`config.mk`:
```
export PLATFORM = sky130hd
export DESIGN_NAME = ising_metropolis_spin_update_unit
export DESIGN_NICKNAME = d
export VERILOG_FILES = /design/src/ismu_pkg.sv /design/src/ismu_front.sv /design/src/ismu_queue.sv /design/src/ismu_back.sv /design/src/ising_metropolis_spin_update_unit.sv
export SDC_FILE = /design/constraint.sdc
export NUM_CORES = 1
export LEC_CHECK = 0
export BUFFER_PORTS_ARGS = -buffer_cell sky130_fd_sc_hd__buf_2
export CORE_MARGIN = 1
export CORE_UTILIZATION = 30
export CTS_CLUSTER_DIAMETER = 150
export CTS_CLUSTER_SIZE = 24
export DETAILED_ROUTE_END_ITERATION = 8
export PLACE_DENSITY_LB_ADDON = 0.08
export SETUP_SLACK_MARGIN = 0.3
export SYNTH_ARGS = -nofsm -noshare
export SYNTH_HDL_FRONTEND = slang
export SYNTH_SLANG_ARGS = --single-unit
```
`constraint.sdc`:
```
create_clock -name clock -period 25.9 [get_ports clock]
set_input_delay 1.295 -clock clock [delete_from_list [all_inputs] [get_ports clock]]
set_output_delay 1.295 -clock clock [all_outputs]
set_load 0.01 [all_outputs]
```
`src/ismu_pkg.sv`:
```
`default_nettype none
// ----------------------------------------------------------------------------
// ismu_pkg: shared types and constants of the Ising spin update unit
// Field widths, item kinds, queue entry and accept-level bundle.
// ----------------------------------------------------------------------------
package ismu_pkg;

   localparam int SIDE_DEFAULT = 8;

   localparam int COORD_W     = 3;   // row / col field width
   localparam int RND_W       = 16;  // random fraction, Q0.16
   localparam int LEVEL_W     = 17;  // accept level, Q0.16 plus "always" bit
   localparam int SUM_W       = 8;   // magnetization / energy width
   localparam int NUM_LEVELS  = 4;   // dE = 2, 4, 6, 8
   localparam int CSR_IDX_W   = 2;
   localparam int QUEUE_DEPTH = 2;   // power of two
   localparam int QPTR_W      = $clog2(QUEUE_DEPTH);
   localparam int QCNT_W      = $clog2(QUEUE_DEPTH + 1);

   localparam logic [LEVEL_W-1:0] LEVEL_ALWAYS = LEVEL_W'(65536);

   typedef enum logic {
      KIND_LOAD   = 1'b0,
      KIND_UPDATE = 1'b1
   } kind_type;

   typedef logic [NUM_LEVELS-1:0][LEVEL_W-1:0] accept_levels_type;

   // one classified item waiting for the back end
   typedef struct packed {
      kind_type           kind;
      logic               in_site;
      logic [COORD_W-1:0] row;
      logic [COORD_W-1:0] col;
      logic               spin_up;
      logic [RND_W-1:0]   rnd;
   } queue_entry_type;

   typedef struct packed {
      logic              full;
      logic              empty;
      logic [QCNT_W-1:0] count;
   } queue_status_type;

endpackage
`default_nettype wire

```
`src/ismu_front.sv`:
```
`default_nettype none
// ----------------------------------------------------------------------------
// ismu_front: input side of the spin update unit
// Takes items while the queue has room and tags sites outside the lattice.
// ----------------------------------------------------------------------------
module ismu_front
   import ismu_pkg::*;
#(
   parameter int SIDE = SIDE_DEFAULT
) (
   input  wire logic                req_valid,
   output logic                     req_stall,
   input  wire logic                req_kind,
   input  wire logic [COORD_W-1:0]  req_row,
   input  wire logic [COORD_W-1:0]  req_col,
   input  wire logic                req_spin_up,
   input  wire logic [RND_W-1:0]    req_random_fraction,
   input  wire queue_status_type    q_status,
   output logic                     push,
   output queue_entry_type          push_entry
);

   assign req_stall = q_status.full;
   assign push      = req_valid && !q_status.full;

   always_comb begin
      push_entry.kind    = kind_type'(req_kind);
      push_entry.in_site = (int'(req_row) < SIDE) && (int'(req_col) < SIDE);
      push_entry.row     = req_row;
      push_entry.col     = req_col;
      push_entry.spin_up = req_spin_up;
      push_entry.rnd     = req_random_fraction;
   end

endmodule
`default_nettype wire

```
`src/ismu_queue.sv`:
```
`default_nettype none
// ----------------------------------------------------------------------------
// ismu_queue: short FIFO between front and back end
// Register-based, push and pop in the same cycle allowed.
// ----------------------------------------------------------------------------
module ismu_queue
   import ismu_pkg::*;
(
   input  wire logic             clock,
   input  wire logic             reset,
   input  wire logic             push,
   input  wire queue_entry_type  push_entry,
   input  wire logic             pop,
   output queue_entry_type       head_entry,
   output queue_status_type      q_status
);

   queue_entry_type    entries_ff [QUEUE_DEPTH];
   logic [QPTR_W-1:0]  wr_ptr_ff, wr_ptr_in;
   logic [QPTR_W-1:0]  rd_ptr_ff, rd_ptr_in;
   logic [QCNT_W-1:0]  count_ff, count_in;

   assign head_entry     = entries_ff[rd_ptr_ff];
   assign q_status.full  = (count_ff == QCNT_W'(QUEUE_DEPTH));
   assign q_status.empty = (count_ff == '0);
   assign q_status.count = count_ff;

   always_comb begin
      wr_ptr_in = push ? wr_ptr_ff + QPTR_W'(1) : wr_ptr_ff;
      rd_ptr_in = pop  ? rd_ptr_ff + QPTR_W'(1) : rd_ptr_ff;
      unique case ({push, pop})
         2'b10:   count_in = count_ff + QCNT_W'(1);
         2'b01:   count_in = count_ff - QCNT_W'(1);
         default: count_in = count_ff;
      endcase
   end

   always_ff @(posedge clock) begin
      if (reset) begin
         wr_ptr_ff <= '0;
         rd_ptr_ff <= '0;
         count_ff  <= '0;
      end else begin
         wr_ptr_ff <= wr_ptr_in;
         rd_ptr_ff <= rd_ptr_in;
         count_ff  <= count_in;
      end
   end

   always_ff @(posedge clock) begin
      if (push) begin
         entries_ff[wr_ptr_ff] <= push_entry;
      end
   end

endmodule
`default_nettype wire

```
`src/ismu_back.sv`:
```
`default_nettype none
// ----------------------------------------------------------------------------
// ismu_back: lattice, Metropolis decision and running sums
// One item per cycle unless stalled: neighbour lookup, dE, accept, flip, sums.
// ----------------------------------------------------------------------------
module ismu_back
   import ismu_pkg::*;
#(
   parameter int SIDE = SIDE_DEFAULT
) (
   input  wire logic               clock,
   input  wire logic               reset,
   input  wire logic               head_valid,
   input  wire queue_entry_type    head_entry,
   input  wire accept_levels_type  accept_levels,
   output logic                    pop,
   output logic                    rsp_valid,
   input  wire logic               rsp_stall,
   output logic                    rsp_flipped,
   output logic signed [SUM_W-1:0] rsp_magnetization,
   output logic signed [SUM_W-1:0] rsp_energy
);

   localparam int IDX_W = $clog2(SIDE);
   localparam logic [SUM_W-1:0] MAG_RESET    = SUM_W'(SIDE * SIDE);
   localparam logic [SUM_W-1:0] ENERGY_RESET = SUM_W'(-2 * SIDE * (SIDE - 1));
   localparam logic [IDX_W-1:0] LAST_IDX     = IDX_W'(SIDE - 1);

   logic [SIDE-1:0][SIDE-1:0] lattice_ff, lattice_in;
   logic [SUM_W-1:0]          magnet_ff, magnet_in;
   logic [SUM_W-1:0]          energy_ff, energy_in;
   logic                      rsp_valid_ff, rsp_valid_in;
   logic                      flipped_ff, flipped_in;

   logic [IDX_W-1:0]          r;
   logic [IDX_W-1:0]          c;
   logic                      s;
   logic signed [3:0]         nb_sum;
   logic signed [4:0]         twice_sum;
   logic signed [4:0]         delta_e;
   logic [1:0]                lvl_sel;
   logic                      accept;
   logic                      flip;
   logic                      out_free;

   assign r = IDX_W'(head_entry.row);
   assign c = IDX_W'(head_entry.col);
   assign s = lattice_ff[r][c];

   // open boundaries: missing neighbours contribute nothing
   always_comb begin
      nb_sum = '0;
      if (r != '0) begin
         nb_sum = nb_sum + (lattice_ff[r - IDX_W'(1)][c] ? 4'sd1 : -4'sd1);
      end
      if (r < LAST_IDX) begin
         nb_sum = nb_sum + (lattice_ff[r + IDX_W'(1)][c] ? 4'sd1 : -4'sd1);
      end
      if (c != '0) begin
         nb_sum = nb_sum + (lattice_ff[r][c - IDX_W'(1)] ? 4'sd1 : -4'sd1);
      end
      if (c < LAST_IDX) begin
         nb_sum = nb_sum + (lattice_ff[r][c + IDX_W'(1)] ? 4'sd1 : -4'sd1);
      end
   end

   assign twice_sum = $signed({nb_sum, 1'b0});
   assign delta_e   = s ? twice_sum : -twice_sum;

   // positive dE is one of 2, 4, 6, 8 -> level 0..3
   assign lvl_sel = 2'(delta_e[3:1] - 3'd1);
   assign accept  = (delta_e <= 5'sd0) ||
                    (accept_levels[lvl_sel] > {1'b0, head_entry.rnd});

   always_comb begin
      if (!head_entry.in_site) begin
         flip = 1'b0;
      end else begin
         unique case (head_entry.kind)
            KIND_LOAD:   flip = (s != head_entry.spin_up);
            KIND_UPDATE: flip = accept;
            default:     flip = 1'b0;
         endcase
      end
   end

   assign out_free = !rsp_valid_ff || !rsp_stall;
   assign pop      = head_valid && out_free;

   always_comb begin
      lattice_in   = lattice_ff;
      magnet_in    = magnet_ff;
      energy_in    = energy_ff;
      flipped_in   = flipped_ff;
      rsp_valid_in = rsp_valid_ff;
      if (out_free) begin
         rsp_valid_in = pop;
      end
      if (pop) begin
         flipped_in = flip;
         if (flip) begin
            lattice_in[r][c] = !s;
            magnet_in        = magnet_ff + (s ? SUM_W'(-2) : SUM_W'(2));
            energy_in        = energy_ff + SUM_W'(delta_e);
         end
      end
   end

   always_ff @(posedge clock) begin
      if (reset) begin
         lattice_ff   <= '1;
         magnet_ff    <= MAG_RESET;
         energy_ff    <= ENERGY_RESET;
         rsp_valid_ff <= 1'b0;
      end else begin
         lattice_ff   <= lattice_in;
         magnet_ff    <= magnet_in;
         energy_ff    <= energy_in;
         rsp_valid_ff <= rsp_valid_in;
      end
   end

   always_ff @(posedge clock) begin
      flipped_ff <= flipped_in;
   end

   // sums only move on a pop, which needs the output slot free, so they
   // always describe the item on display
   assign rsp_valid         = rsp_valid_ff;
   assign rsp_flipped       = flipped_ff;
   assign rsp_magnetization = $signed(magnet_ff);
   assign rsp_energy        = $signed(energy_ff);

endmodule
`default_nettype wire

```
`src/ising_metropolis_spin_update_unit.sv`:
```
`default_nettype none
// Path: an accepted item waits in the queue registers, then in the output slot.
// Throughput: one item per cycle unless rsp_stall holds the output slot; the
//   back end's read-modify-write of flop lattice and running sums sets that rate.
// Reset (synchronous): all spins +1, magnetization SIDE*SIDE, energy
//   -2*SIDE*(SIDE-1), accept levels 65536, queue and output slot empty.
// ----------------------------------------------------------------------------
// ising_metropolis_spin_update_unit: Metropolis single-spin-flip Ising engine
// SIDE x SIDE lattice with open boundaries, J = 1, no field. Front end takes
// items into a two-entry queue; back end flips spins and keeps the sums.
// ----------------------------------------------------------------------------
module ising_metropolis_spin_update_unit
   import ismu_pkg::*;
#(
   parameter int SIDE = SIDE_DEFAULT
) (
   input  wire logic                clock,
   input  wire logic                reset,
   // configuration
   input  wire logic                csr_write_en,
   input  wire logic [CSR_IDX_W-1:0] csr_index,
   input  wire logic [LEVEL_W-1:0]  csr_write_data,
   // request items
   input  wire logic                req_valid,
   output logic                     req_stall,
   input  wire logic                req_kind,
   input  wire logic [COORD_W-1:0]  req_row,
   input  wire logic [COORD_W-1:0]  req_col,
   input  wire logic                req_spin_up,
   input  wire logic [RND_W-1:0]    req_random_fraction,
   // result items
   output logic                     rsp_valid,
   input  wire logic                rsp_stall,
   output logic                     rsp_flipped,
   output logic signed [SUM_W-1:0]  rsp_magnetization,
   output logic signed [SUM_W-1:0]  rsp_energy
);

   localparam logic [SUM_W-1:0] MAG_RESET    = SUM_W'(SIDE * SIDE);
   localparam logic [SUM_W-1:0] ENERGY_RESET = SUM_W'(-2 * SIDE * (SIDE - 1));

   // accept levels for dE = 2, 4, 6, 8; the index covers exactly the four
   accept_levels_type accept_levels_ff, accept_levels_in;

   always_comb begin
      accept_levels_in = accept_levels_ff;
      if (csr_write_en) begin
         accept_levels_in[csr_index] = csr_write_data;
      end
   end

   always_ff @(posedge clock) begin
      if (reset) begin
         accept_levels_ff <= {NUM_LEVELS{LEVEL_ALWAYS}};
      end else begin
         accept_levels_ff <= accept_levels_in;
      end
   end

   // front end -> queue -> back end
   logic             push;
   logic             pop;
   queue_entry_type  push_entry;
   queue_entry_type  head_entry;
   queue_status_type q_status;

   ismu_front #(
      .SIDE (SIDE)
   ) u_front (
      .req_valid           (req_valid),
      .req_stall           (req_stall),
      .req_kind            (req_kind),
      .req_row             (req_row),
      .req_col             (req_col),
      .req_spin_up         (req_spin_up),
      .req_random_fraction (req_random_fraction),
      .q_status            (q_status),
      .push                (push),
      .push_entry          (push_entry)
   );

   ismu_queue u_queue (
      .clock      (clock),
      .reset      (reset),
      .push       (push),
      .push_entry (push_entry),
      .pop        (pop),
      .head_entry (head_entry),
      .q_status   (q_status)
   );

   // back end owns the lattice and the output slot
   ismu_back #(
      .SIDE (SIDE)
   ) u_back (
      .clock             (clock),
      .reset             (reset),
      .head_valid        (!q_status.empty),
      .head_entry        (head_entry),
      .accept_levels     (accept_levels_ff),
      .pop               (pop),
      .rsp_valid         (rsp_valid),
      .rsp_stall         (rsp_stall),
      .rsp_flipped       (rsp_flipped),
      .rsp_magnetization (rsp_magnetization),
      .rsp_energy        (rsp_energy)
   );

`ifndef NO_ASSERTIONS
   // every flip moves magnetization by 2, so its parity never changes
   a_mag_parity: assert property (@(posedge clock) disable iff (reset)
      rsp_valid |-> (rsp_magnetization[0] == MAG_RESET[0]))
      else $error("magnetization parity broken");

   // dE is always even, so energy parity never changes
   a_energy_parity: assert property (@(posedge clock) disable iff (reset)
      rsp_valid |-> (rsp_energy[0] == ENERGY_RESET[0]))
      else $error("energy parity broken");

   a_pop_nonempty: assert property (@(posedge clock) disable iff (reset)
      pop |-> !q_status.empty)
      else $error("back end popped an empty queue");

   a_queue_bound: assert property (@(posedge clock) disable iff (reset)
      q_status.count <= QCNT_W'(QUEUE_DEPTH))
      else $error("queue overfilled");
`endif

endmodule
`default_nettype wire

```
# [Word-level counts from Yosys, hierarchy flattened]
# Memory sizes are Yosys's and may differ from the RTL's. A register that Yosys moved wholly into a read port is not among the register bits.
# Cells that the tools add are included.
[totals] inputBits=48 ram_bits=48 register_bits=154 memories=1 wordCells=115 out_inout_bits=19
[classes] bitwise_logic=1 mux=43 n_eq_ne=4 reduce_logical=17 n_lt_le_gt_ge=15 add_sub_neg=15
[mem_list] name="u_queue.entries_ff" depth=2 width=24 rd=1 rd_clocked_by_memory_dff=1 wr=1 line="ismu_queue.sv:18" source="queue_entry_type entries_ff [QUEUE_DEPTH];"
[op_table] op="8-bit binary-select mux with 3-bit select" n=3
[op_table] op="68-bit bitwise mux" n=1
[op_table] op="64-bit bitwise mux" n=1
[op_table] op="8-bit two-way mux" n=5
[op_table] op="17-bit binary-select mux with 2-bit select" n=1
[op_table] op="17-bit demux with 2-bit select" n=1
[op_table] op="17-bit two-way mux" n=2
[op_table] op="4-bit two-way mux" n=8
[op_table] op="8-bit demux with 3-bit select" n=1
[op_table] op="3-bit by 4-bit less-than comparator with 1-bit output (second input constant)" n=6
[op_table] op="17-bit by 16-bit greater-than comparator with 1-bit output" n=1
[op_table] op="8-bit adder" n=2
[op_table] op="1-bit binary-select mux with 3-bit select" n=5
[op_table] op="4-bit adder" n=3
[op_table] op="1-bit two-way mux" n=11
[op_table] op="3-bit by 1-bit adder with 3-bit output (second input constant)" n=2
[op_table] op="3-bit by 1-bit >= comparator with 1-bit output (second input constant)" n=2
[op_table] op="2-bit by 3-bit less-than comparator with 1-bit output (second input constant)" n=2
[op_table] op="3-bit less-than comparator (second input constant)" n=2
[op_table] op="3-bit nonzero test" n=2
[op_table] op="3-bit by 1-bit subtractor with 3-bit output (second input constant)" n=2
[op_table] op="5-bit by 1-bit less-or-equal comparator with 1-bit output (second input constant)" n=1
[op_table] op="1-bit logical AND" n=5
[op_table] op="1-bit zero test" n=5
[op_table] op="17 further kinds" n=21

# [Longest topological paths before layout]
[depth] depth_word=23 mapped_depth=40 depth_no_buf=34

# [By module]
# From an unflattened synthesis, not the netlist that was laid out.
[hier_totals] hier_cells=1157 hier_area_um2=12241.7
[by_module_without_submodules] module="ismu_back" cells_per_inst=786 instances=1 seq_area_each_um2=1611.5 area_each_um2=7332.0
[by_module_without_submodules] module="ising_metropolis_spin_update_unit" cells_per_inst=243 instances=1 seq_area_each_um2=1361.3 area_each_um2=2693.8
[by_module_without_submodules] module="ismu_queue" cells_per_inst=100 instances=1 seq_area_each_um2=1601.5 area_each_um2=2003.2
[by_module_without_submodules] module="ismu_front" cells_per_inst=28 instances=1 seq_area_each_um2=0.0 area_each_um2=212.7

# [Least setup slack after synthesis]
# Ideal clock, no wire load.
[synth_path] kind="register -> register" startpoint="reg (tool-made name)" endpoint="reg u_back.energy_ff[4], in the netlist u_back.rsp_energy[4]" synth_period_minus_slack_ps=9829 path_stages_with_launch=40 t_required_ps=25828 t_arrival_ps=9757 n_path_buf=10 slack_ps=16071 setup_time_ps=72 path_cell_list="dfxtp_1 buf_6 mux2i_1 buf_4 buf_6 buf_2 buf_2 ha_1 clkbuf_1 clkinv_1 clkbuf_1 mux4_2 mux2i_1 o22ai_1 nor4_1 fa_1 o21a_1 fa_1 [... 4 more ...] inv_1 ha_1 a21oi_2 buf_4 mux4_2 ha_1 a21o_1 a21o_1 a21o_1 a21o_1 a211o_1 a211o_1 o21ai_0 o2111ai_1 buf_2 buf_2 o21ai_2 mux2i_1"
[synth_lines] element="end signal, assigned" line="ismu_back.sv:118" source="energy_ff <= energy_in;"
[synth_lines] element="end, declared" line="ismu_back.sv:31" source="logic [SUM_W-1:0] energy_ff, energy_in;"

==> impl_results.md <==
- Primary FF master, synth: dfxtp_1
- Num rows: 72
- Detailed-routing iteration count for the pre-antenna-repair pass: 5
- Final-stage net count: 1373
- Final worst path period share: 43.74%
- Antenna Diode Count: 0
- Most frequent cells after synthesis: nand2_1 (204), dfxtp_1 (152), mux2i_1 (145), nor2_1 (100), a21oi_1 (84)
- Initial core utilization: 30.49%
- Number of max-cap violations: 0
- Kind of start point of the critical path: register
- Netlist cell types: 78
- Worst-path cell with the longest stage delay: inv_1
- Element type at the critical path end: register
- Clock Root Buffer: clkbuf_16
- Post-synthesis sequential area ratio: 38.22%
- Number of ports placed on the die boundary: 67
- Post-DR vias/cell: 5.202
- Last weighted congestion value of the routability-driven placer: 0.8236
- Max transition margin: 33.79%
- Worst Hold End: accept_levels_ff[13]
- Drc violations: 0
- Number of failing setup endpoints in the final timing report: 0
- Setup Crit Path Kind: reg2reg
- Run status: finished clean
- R2r setup slk: 14570 ps
- Sum of overflow across all layers after global routing: 0
- Die Outline Area: 40160 um^2
- Post_cts resized: 0
- Number of antenna violations at the first check in global routing: 0
- Hold Path Origin: accept_levels_ff[13]
- FF-to-FF Start: u_queue.entries_ff[1][20]
- EDFF count, synth: 49
- Clock buffer depth: 3
- Cts bufs inserted: 12
- Setup skew after layout: 37.98 ps
- DIE WIDTH: 200.4 um
- Synthesized cell area: 11810 um^2
- DR iter-0 viols: 614
- Clock Pin Slew Worst Setup and Hold Paths: 110 ps
- Setup slack of the critical path after layout: 14570 ps
- Share of the synthesized area in the top cell type: 25.77%
- Footprint of the flip-flops and latches: 4516 um^2
- Clock latency on the worst-skew pair: 500 ps
- Number of global-route vias before repair: 9242
- CTS hold repair buffers: 0
- Fraction of final layout cells sized beyond drive strength 1: 13.76%
- Ys async rst share: 0%
- Drt wl/cell: 20.02 um
- Class of the tightest hold or removal check: reg2reg
- Die outline height: 200.4 um
- Path depth of the worst reg2reg path: 36
- Setup slack after placement: 14490 ps
- Crit Reg-Reg Endpoint: u_back.lattice_ff[39]
- All-layer global routing usage: 18.01%
- Register bit count reported by yosys: 201
- CP Data Required Time: 26220 ps
- Standard cell core area: 38740 um^2
- Buffer count from post-CTS setup fixing: 0
- Dominant cell by count in the synthesized netlist: nand2_1
- Total Neg Setup Slack: 0 ps
- Sum of routed wire length over all layers: 36.11 mm
- Port-buffer cells: 64
- Clock sink count: 201
- Maximum clock frequency: 88.27 MHz
- Highest fanout seen on the critical path: 65
- Setup repair after global routing missed its margin: no
- Number of nets still failing antenna checks after routing: 0
- Hold depth: 2
- Post-detail-place hpwl: 24.04 mm
- Least-Margin Pin Slew: 989.6 ps
- Area occupied by multi-input gates: 6833 um^2
- Post-Synthesis Mean Instance Area: 9.248 um^2
- Count of endpoints failing hold in the final timing report: 0
- Count of pins over their slew limit: 0
- Data arrival time of the critical path: 11650 ps
- Fill cells: 4065
- Clock H-tree levels: 1
- Synth area leaders: dfxtp_1 (26%), edfxtp_1 (12%), mux2i_1 (12%)
- First-pass GRT wire length: 57.28 mm
- Vias post-DR: 9385
- Yosys warns: 0
- Peak per-stage delay on the critical path: 580 ps
- Most area-hungry cell type in the Yosys netlist: dfxtp_1
- Post-synthesis instance total: 1277
- Crit path time final: 11330 ps
- Synth-to-layout area growth: 9.715%
- Largest net degree at the start of global routing: 72
- Clock tree from TritonCTS: built
==> area by class of cell <==
class | instances | area share, %
Clock inverter | 2 | 0.3573
Multi-Input combinational cell | 954 | 52.73
Sequential cell | 201 | 34.85
Clock buffer | 17 | 2.626
Inverter | 29 | 0.8401
Tap cell | 518 | 5.002
Timing Repair Buffer | 83 | 3.592
==> routing by layer <==
layer	up-vias	global-route usage, %	part of all wire (%)
met1	4605	26.83	51
met3	24	1.721	2.9
met2	152	28.47	45
li1	4604	-	-
met5	-	0	0
met4	0	2.972	1.2
==> stage by stage <==
step / util (%) / cells / hold slack [ps] / cell area (um^2)
3_5_place_dp: 32.45 / 1785 / 446.9 / 12570
3_3_place_gp: 32.45 / 1785 / 438.8 / 12570
6_report: 33.45 / 1804 / 457.0 / 12960
2_1_floorplan: - / 1278 / 433.1 / 11810
4_1_cts: 33.45 / 1804 / 461.0 / 12960
5_1_grt: 33.45 / 1804 / 479.9 / 12960
==> state kept, by name, indices dropped and copies added (netlist names), named ones only <==
name,cells
u_queue.entries_ff,48
u_back.rsp_energy,7
u_queue.count_ff,2
u_back.rsp_magnetization,7
u_queue.wr_ptr_ff,1
u_back.lattice_ff,64
u_queue.rd_ptr_ff,1
accept_levels_ff,68
u_back.rsp_flipped,1
u_back.rsp_valid,1
==> placed cells by master, fill, tap and decap left out, types with 10 or more instances in the layout <==
| master | count |
|---|---|
| nand2_1 | 203 |
| a21oi_1 | 84 |
| ha_1 | 39 |
| buf_4 | 20 |
| xnor2_1 | 14 |
| mux4_2 | 38 |
| inv_1 | 25 |
| a21o_1 | 10 |
| o21ai_0 | 68 |
| dfxtp_1 | 151 |
| nand3_1 | 15 |
| edfxtp_1 | 49 |
| buf_2 | 63 |
| clkbuf_16 | 13 |
| nor3_1 | 72 |
| nor2_1 | 97 |
| mux2i_1 | 144 |
==> critical path: cells and delay by family, from the launching register on <==
family | cells | cell delay (ps)
XOR/XNOR | 1 | 450
flip-flops | 1 | 500
adder cells (fa/ha/maj) | 6 | 2520
AO/OA/AOI/OAI | 13 | 2590
multiplexers | 6 | 1660
buffers and inverters | 7 | 2360
AND/OR/NAND/NOR | 3 | 1010
==> cells by family (layout without fill, tap and decap cells) <==
| family | count (synthesis) | after routing | share of synthesized area, % |
|---|---|---|---|
| and+or+nand+nor | 447 | 447 | 16.72 |
| AOI/OAI and AO/OA | 242 | 242 | 12.51 |
| other | 1 | 2 | 0.03175 |
| adders and majority gates | 44 | 44 | 4.979 |
| DFF | 201 | 201 | 38.22 |
| muxes | 194 | 194 | 20.73 |
| xor gates and xnor gates | 25 | 25 | 2.267 |
| buffers and inverters | 123 | 131 | 4.534 |
==> how the worst max path moves through the flow <==
stage                                   start                    end  slack, ps  depth (start not counted)
floorplan                            register   u_back.rsp_energy[4]      16070                         39
CTS                 u_queue.entries_ff[1][20]  u_back.lattice_ff[47]      14420                         36
finish              u_queue.entries_ff[1][20]  u_back.lattice_ff[39]      14570                         36
detailed placement  u_queue.entries_ff[1][20]   u_back.lattice_ff[7]      14490                         36
global placement    u_queue.entries_ff[1][20]   u_back.lattice_ff[7]      14660                         36
global route        u_queue.entries_ff[1][20]  u_back.lattice_ff[39]      13770                         36
Power is left out: the tool's default activity adds up to more than one toggle a clock period on the data nets, which glitch-free logic cannot reach.
